==> config.mk <==
export PLATFORM = sky130hd
export DESIGN_NAME = elapsed_time_counter_with_seek_core
export DESIGN_NICKNAME = d
export VERILOG_FILES = /design/src/etcs_pkg.sv /design/src/elapsed_time_counter_with_seek_core.sv
export SDC_FILE = /design/constraint.sdc
export NUM_CORES = 1
export LEC_CHECK = 0
export ABC_AREA = 1
export BUFFER_PORTS_ARGS = -buffer_cell sky130_fd_sc_hd__clkbuf_2
export CAP_MARGIN = 5
export CORE_MARGIN = 10
export CORE_UTILIZATION = 50
export CTS_CLUSTER_SIZE = 25
export DETAILED_ROUTE_END_ITERATION = 10
export GPL_TIMING_DRIVEN = 0
export PLACE_DENSITY = 0.72
export SKIP_LAST_GASP = 1
export SYNTH_ARGS = -nofsm -noshare
export SYNTH_HDL_FRONTEND = slang
export SYNTH_SLANG_ARGS = --single-unit
==> constraint.sdc <==
create_clock -name clk -period 6.45 [get_ports clk]
set_input_delay 0.645 -clock clk [delete_from_list [all_inputs] [get_ports clk]]
set_output_delay 0.645 -clock clk [all_outputs]
set_load 0.02 [all_outputs]
==> src/etcs_pkg.sv <==
// Package for the elapsed time counter with seek.
// Holds the transaction payload types, register indexes and time constants.
// No dependencies.
`default_nettype none

package etcs_pkg;

	// Configuration register indexes.
	localparam int unsigned CfgIdxW = 1;
	typedef enum logic [CfgIdxW-1:0] {
		CFG_JUMP_SECONDS     = 1'b0,
		CFG_TICKS_PER_SECOND = 1'b1
	} cfg_idx_t;

	// Field widths.
	localparam int unsigned MinW   = 6;
	localparam int unsigned SecW   = 6;
	localparam int unsigned TickW  = 10;
	localparam int unsigned JumpW  = 6;
	localparam int unsigned CfgW   = 10;

	// Time constants.
	localparam logic [SecW-1:0]  SecPerMin    = 6'd60;
	localparam logic [MinW-1:0]  MinPerHour   = 6'd60;
	localparam logic [JumpW-1:0] MaxJump      = 6'd59;
	localparam logic [JumpW-1:0] JumpReset    = 6'd10;
	localparam logic [TickW-1:0] TpsReset     = 10'd100;

	// One input transaction: a period tick with its mode and request flags.
	typedef struct packed {
		logic running;
		logic playing;
		logic seek_forward;
		logic seek_back;
		logic clear_time;
	} in_t;

	// One result transaction: the time as it stood before the tick.
	typedef struct packed {
		logic [MinW-1:0]  shown_minutes;
		logic [SecW-1:0]  shown_seconds;
		logic [TickW-1:0] shown_ticks;
	} out_t;

endpackage

`default_nettype wire

==> src/elapsed_time_counter_with_seek_core.sv <==
// Top level of the elapsed time counter with seek; uses etcs_pkg for types and constants.
// The path from input transaction to result passes the input register and then the result register.
// Throughput: one tick per cycle while out_stall is low; the input register lets a tick be taken while a
// result waits, and the time update is a few small adds and compares.
// Reset: arst_n clears both valid flags and the time to 0:00:00, and loads the
// registers with a jump of 10 seconds and 100 ticks per second.
`default_nettype none

module elapsed_time_counter_with_seek_core (
	input  wire logic                     clk,
	input  wire logic                     arst_n,
	input  wire logic                     in_valid,
	output logic                          in_stall,
	input  wire etcs_pkg::in_t            in_data,
	output logic                          out_valid,
	input  wire logic                     out_stall,
	output etcs_pkg::out_t                out_data,
	input  wire logic                     cfg_we,
	input  wire etcs_pkg::cfg_idx_t       cfg_index,
	input  wire logic [etcs_pkg::CfgW-1:0] cfg_wdata
);
	import etcs_pkg::*;

	logic             valid_s1;
	in_t              item_s1;
	logic             out_valid_q;
	out_t             out_q;
	logic             advance;
	logic [JumpW-1:0] jump_q;
	logic [TickW-1:0] tps_q;
	logic [MinW-1:0]  minute_q;
	logic [SecW-1:0]  second_q;
	logic [TickW-1:0] tick_q;
	logic [MinW-1:0]  minute_d;
	logic [SecW-1:0]  second_d;
	logic [TickW-1:0] tick_d;

	// The input stage moves on when the result register is empty or being drained.
	assign advance   = ~out_valid_q | ~out_stall;
	assign in_stall  = valid_s1 & ~advance;
	assign out_valid = out_valid_q;
	assign out_data  = out_q;

	// Configuration registers.
	always_ff @(posedge clk or negedge arst_n) begin
		if (!arst_n) begin
			jump_q <= JumpReset;
			tps_q  <= TpsReset;
		end else if (cfg_we) begin
			case (cfg_index)
				CFG_JUMP_SECONDS:     jump_q <= cfg_wdata[JumpW-1:0];
				CFG_TICKS_PER_SECOND: tps_q  <= cfg_wdata[TickW-1:0];
				default:              jump_q <= jump_q;
			endcase
		end
	end

	// Input register.
	always_ff @(posedge clk or negedge arst_n) begin
		if (!arst_n) begin
			valid_s1 <= 1'b0;
		end else if (!in_stall) begin
			valid_s1 <= in_valid;
		end
	end

	always_ff @(posedge clk) begin
		if (in_valid && !in_stall) begin
			item_s1 <= in_data;
		end
	end

	// Next time for the tick in the input register.
	always_comb begin
		logic [JumpW-1:0] jump;
		logic [TickW-1:0] tps;
		logic [TickW-1:0] tick;
		logic [SecW:0]    sec;
		logic [MinW-1:0]  mins;
		jump = (jump_q > MaxJump) ? MaxJump : jump_q;
		tps  = (tps_q == '0) ? TickW'(1) : tps_q;
		tick = tick_q + TickW'(1);
		sec  = {1'b0, second_q};
		mins = minute_q;

		// Forward seek with minute carry.
		if (item_s1.playing && item_s1.seek_forward) begin
			sec = sec + {1'b0, jump};
			if (sec >= {1'b0, SecPerMin}) begin
				sec  = sec - {1'b0, SecPerMin};
				mins = (mins == MinPerHour - MinW'(1)) ? '0 : mins + MinW'(1);
			end
		end

		// Rewind with minute borrow, clamped at the start.
		if (item_s1.playing && item_s1.seek_back) begin
			if (sec >= {1'b0, jump}) begin
				sec = sec - {1'b0, jump};
			end else if (mins == '0) begin
				sec = '0;
			end else begin
				mins = mins - MinW'(1);
				sec  = sec + {1'b0, SecPerMin} - {1'b0, jump};
			end
		end

		if (item_s1.clear_time) begin
			mins = '0;
			sec  = '0;
			tick = '0;
		end

		// A full second of ticks carries into seconds and minutes.
		if (tick >= tps) begin
			tick = '0;
			sec  = sec + (SecW+1)'(1);
			if (sec >= {1'b0, SecPerMin}) begin
				sec  = '0;
				mins = (mins == MinPerHour - MinW'(1)) ? '0 : mins + MinW'(1);
			end
		end

		if (item_s1.running) begin
			minute_d = mins;
			second_d = sec[SecW-1:0];
			tick_d   = tick;
		end else begin
			minute_d = minute_q;
			second_d = second_q;
			tick_d   = tick_q;
		end
	end

	// Time state and result valid flag.
	always_ff @(posedge clk or negedge arst_n) begin
		if (!arst_n) begin
			minute_q    <= '0;
			second_q    <= '0;
			tick_q      <= '0;
			out_valid_q <= 1'b0;
		end else if (advance) begin
			out_valid_q <= valid_s1;
			if (valid_s1) begin
				minute_q <= minute_d;
				second_q <= second_d;
				tick_q   <= tick_d;
			end
		end
	end

	// Result register carries the time before the update.
	always_ff @(posedge clk) begin
		if (advance && valid_s1) begin
			out_q.shown_minutes <= minute_q;
			out_q.shown_seconds <= second_q;
			out_q.shown_ticks   <= tick_q;
		end
	end

	// Minutes and seconds never leave their displayed range.
	a_minute_range: assert property (@(posedge clk) disable iff (!arst_n)
		minute_q < MinPerHour) else $error("minute count out of range");

	a_second_range: assert property (@(posedge clk) disable iff (!arst_n)
		second_q < SecPerMin) else $error("second count out of range");

	// A tick that leaves the input stage always lands in the result register.
	a_forward: assert property (@(posedge clk) disable iff (!arst_n)
		valid_s1 && advance |=> out_valid_q) else $error("transaction lost");

	// A stopped tick leaves the time unchanged.
	a_hold: assert property (@(posedge clk) disable iff (!arst_n)
		valid_s1 && advance && !item_s1.running |=>
		$stable(minute_q) && $stable(second_q) && $stable(tick_q))
		else $error("time moved while stopped");

	// Input stall is raised only with a held tick that cannot move on.
	a_stall: assert property (@(posedge clk) disable iff (!arst_n)
		in_stall |-> valid_s1 && out_valid_q && out_stall)
		else $error("spurious input stall");

endmodule

`default_nettype wire

==> flow_metrics.env <==
export IMPL_gp_congestion=0.925
export IMPL_cp_slowest_stage_delay_ns=0.56
export IMPL_avgSynthCellArea_um2=7.58
export IMPL_fp_dieH_um=120
export IMPL_via_per_inst=5.20
export IMPL_grt_max_degree=41
export IMPL_instances_no_fill=855
export IMPL_setup_viol=0
export IMPL_synthDistinctLibCells=49
export IMPL_drive_gt1_share_pct=15.9
export IMPL_portBuffers=44
export IMPL_syn_nets=717
export IMPL_initialDrtViolationCount=304
export IMPL_synth_ff_type="dfrtp_1"
export IMPL_clkLatencyLatePin_ns=0.36
export IMPL_crit_path_frequent_cell="inv_1"
export IMPL_fin_skew_ns=0.0131
export IMPL_vias=4442
export IMPL_cts_tree="done"
export IMPL_path_class="flip-flop to flip-flop"
export IMPL_drc=0
export IMPL_synth_edf_count=27
export IMPL_rr_endpoint="minute_q[5]"
export IMPL_cap_violations=0
export IMPL_setup_ws_ns=0.493
export IMPL_fin_tns_setup_ns=0
export IMPL_fillers=923
export IMPL_p_per_area_nw_per_um2=394
export IMPL_worstMarginPinSlew_ns=1.03
export IMPL_path_max_fanout=10
export IMPL_r2r_start="jump_q[3]"
export IMPL_slew_headroom_pct=31.6
export IMPL_pre_cts_slack_ns=0.153
export IMPL_hp_class="input port to asynchronous set/reset pin"
export IMPL_ys_ff_latch=67
export IMPL_cp_start_kind="flip-flop"
export IMPL_grt_overflow_total=0
export IMPL_yosys_warnings=0
export IMPL_max_freq_ghz=0.168
export IMPL_vdd_drop_max_mv=0.176
export IMPL_diodes=0
export IMPL_cp_required_ns=6.70
export IMPL_drtAntennaViolNets=0
export IMPL_min_period_ns=5.96
export IMPL_rows=36
export IMPL_end_kind="flip-flop"
export IMPL_initial_utilization_pct=51.1
export IMPL_grt_pass1_vias=4239
export IMPL_io_pins=45
export IMPL_fp_dieW_um=120
export IMPL_drv_slew=0
export IMPL_cp_arrival_ns=6.21
export IMPL_hold_violations=0
export IMPL_clk_pin_slew_ns=0.08
export IMPL_r2r_worst_path_cells=36
export IMPL_ys_seq_area_share_pct=36.6
export IMPL_ctsLongestPathBuffers=2
export IMPL_avgRoutedWirePerCell_um=14.4
export IMPL_drt_total_wl_mm=12.3
export IMPL_place_inst=832
export IMPL_htree_levels=3
export IMPL_cts_buffers=9
export IMPL_antenna_found_initial=0
export IMPL_ctsRootBufferMaster="clkbuf_8"
export IMPL_syn_inst=655
export IMPL_period_share_pct=92.3
export IMPL_holdWs_ns=0.452
export IMPL_cpMaxStageDelayCell="dfstp_2"
export IMPL_coreArea_um2=9730
export IMPL_synth_async_sr_flop_share_pct=59.7
export IMPL_syn_area_um2=4970
export IMPL_fin_nets=779
export IMPL_grt_usage_pct=17.5
export IMPL_die_area_um2=14300
export IMPL_syn_to_final_growth_pct=14.4
export IMPL_status="completed"
export IMPL_dp_hpwl_mm=9.60
export IMPL_grt_pass1_wl_mm=20.5
export IMPL_leakage_nw=2.82
export IMPL_cts_sinks=67
export IMPL_first_pass_iters=5
export IMPL_postLayoutCoreUtil_pct=58.4
export IMPL_rrSetupSlack_ns=0.49
==> layout by cell type, fill, tap and decap left out, drive strengths merged <==
master,Yosys,routed
nand2,166,166
inv,109,110
clkbuf,12,65
nand3,61,61
nor2,51,51
o21ai,51,51
ha,37,37
a21oi,36,36
dfrtp,35,35
edfxtp,27,27
buf,4,11
nor3,8,8
nand4,8,8
xor2,6,6
clkinv,3,6
xnor2,6,6
nor4,6,6
nand3b,5,5
dfstp,5,5
a31oi,4,4
fa,4,4
bufinv,0,3
o211ai,2,2
or2,2,2
nor3b,1,1
mux2i,1,1
a31o,1,1
o221ai,1,1
o22ai,1,1
a21boi,1,1
nor2b,1,1
==> flip-flops by register name (all words and copies together), names as in the netlist <==
register   cells
item_s1        5
jump_q         6
valid_s1       1
tick_q        10
out_valid      1
out_data      22
minute_q       6
second_q       6
tps_q         10
==> layout make-up <==
class                   instances  area [um2]  area share, %
clock buffers                   9         124           2.18
plain buffers                  16        68.8           1.21
multi-input cells             460        2700           47.5
flip-flops and latches         67        1820           32.0
clock inverters                 7         115           2.03
well taps                     133         166           2.93
inverters                     112         420           7.40
repair buffers                 51         273           4.80
==> report_power, final <==
part           internal [mW]  switching (mW)  total [mW]
clock                  0.256           0.169       0.426
sequential             0.541          0.0778       0.618
combinational          0.436           0.757        1.19
==> logic make-up (layout without fill, tap and decap cells) <==
family	Yosys count	after routing	share of synthesized area, %
XOR/XNOR	12	12	2.27
AO/OA/AOI/OAI	97	97	11.0
buffers and inverters	128	195	9.85
multiplexers	1	1	0.202
flip-flops	67	67	36.6
AND/OR/NAND/NOR	309	309	29.1
adder cells (fa/ha/maj)	41	41	10.9
==> cell usage after synthesis, types with 2 or more instances <==
master,n,area share [%]
inv_2,2,0.15
dfstp_2,5,2.6
xor2_1,6,1.1
nor2_2,6,0.76
nand4_1,7,0.88
a21oi_4,2,0.65
clkinv_1,3,0.23
o21ai_0,42,4.2
nor2_1,42,3.2
nand3b_1,5,0.76
nor3_1,7,0.71
nor2_4,3,0.68
edfxtp_1,27,16
nand2_4,3,0.68
a31oi_1,4,0.50
a21oi_1,33,3.3
xnor2_1,5,0.88
nand3_1,54,5.4
dfrtp_1,35,18
nor4_1,5,0.63
o211ai_1,2,0.30
nand2_1,157,12
o21ai_1,7,0.71
buf_1,2,0.15
ha_1,37,9.3
fa_1,4,1.6
nand3_2,6,1.2
inv_1,107,8.1
clkbuf_1,12,0.91
nand2_2,6,0.76
==> repair_timing <==
item                       in CTS  in global routing
setup endpoints to repair       0                 12
hold buffers                    0                  0
resized for setup               0                  9
setup buffers                   0                  7
==> routing by layer <==
layer  vias up  global-route usage, %  routed length [um]
met5         -                      0                   0
met4         0                   5.51                 166
met3        18                   4.08                 627
met2       116                   28.4                5760
met1      2042                   22.5                5750
li1       2266                      -                   -
==> worst max-delay path by stage <==
stage                   start           to  slack (ns)  depth (start not counted)
detailed placement  jump_q[3]  minute_q[1]        0.15                         35
global placement    jump_q[3]  minute_q[5]        0.24                         37
global route        jump_q[3]  minute_q[1]       -0.03                         38
finish              jump_q[3]  minute_q[5]        0.49                         36
CTS                 jump_q[3]  minute_q[1]        0.13                         35
floorplan           jump_q[3]  minute_q[3]        1.08                         36
==> worst max-delay path: cells and delay by family, from the launching register on <==
family | cells | cell delay (ns)
DFF | 1 | 0.56
AOI/OAI and AO/OA | 5 | 0.71
buffers and inverters | 7 | 0.56
adders and majority gates | 5 | 1.42
xor gates and xnor gates | 2 | 0.37
and+or+nand+nor | 17 | 2.21
==> stage by stage <==
| stage | power, mW | area, um2 |
|---|---|---|
| global placement | 1.73 | 5350 |
| finish | 2.24 | 5680 |
| detailed placement | 1.77 | 5370 |
| floorplan | 1.49 | 4970 |
| CTS | 2.20 | 5600 |
| global route | 2.43 | 5680 |
Note: power is estimated with default switching activity, not from simulation.
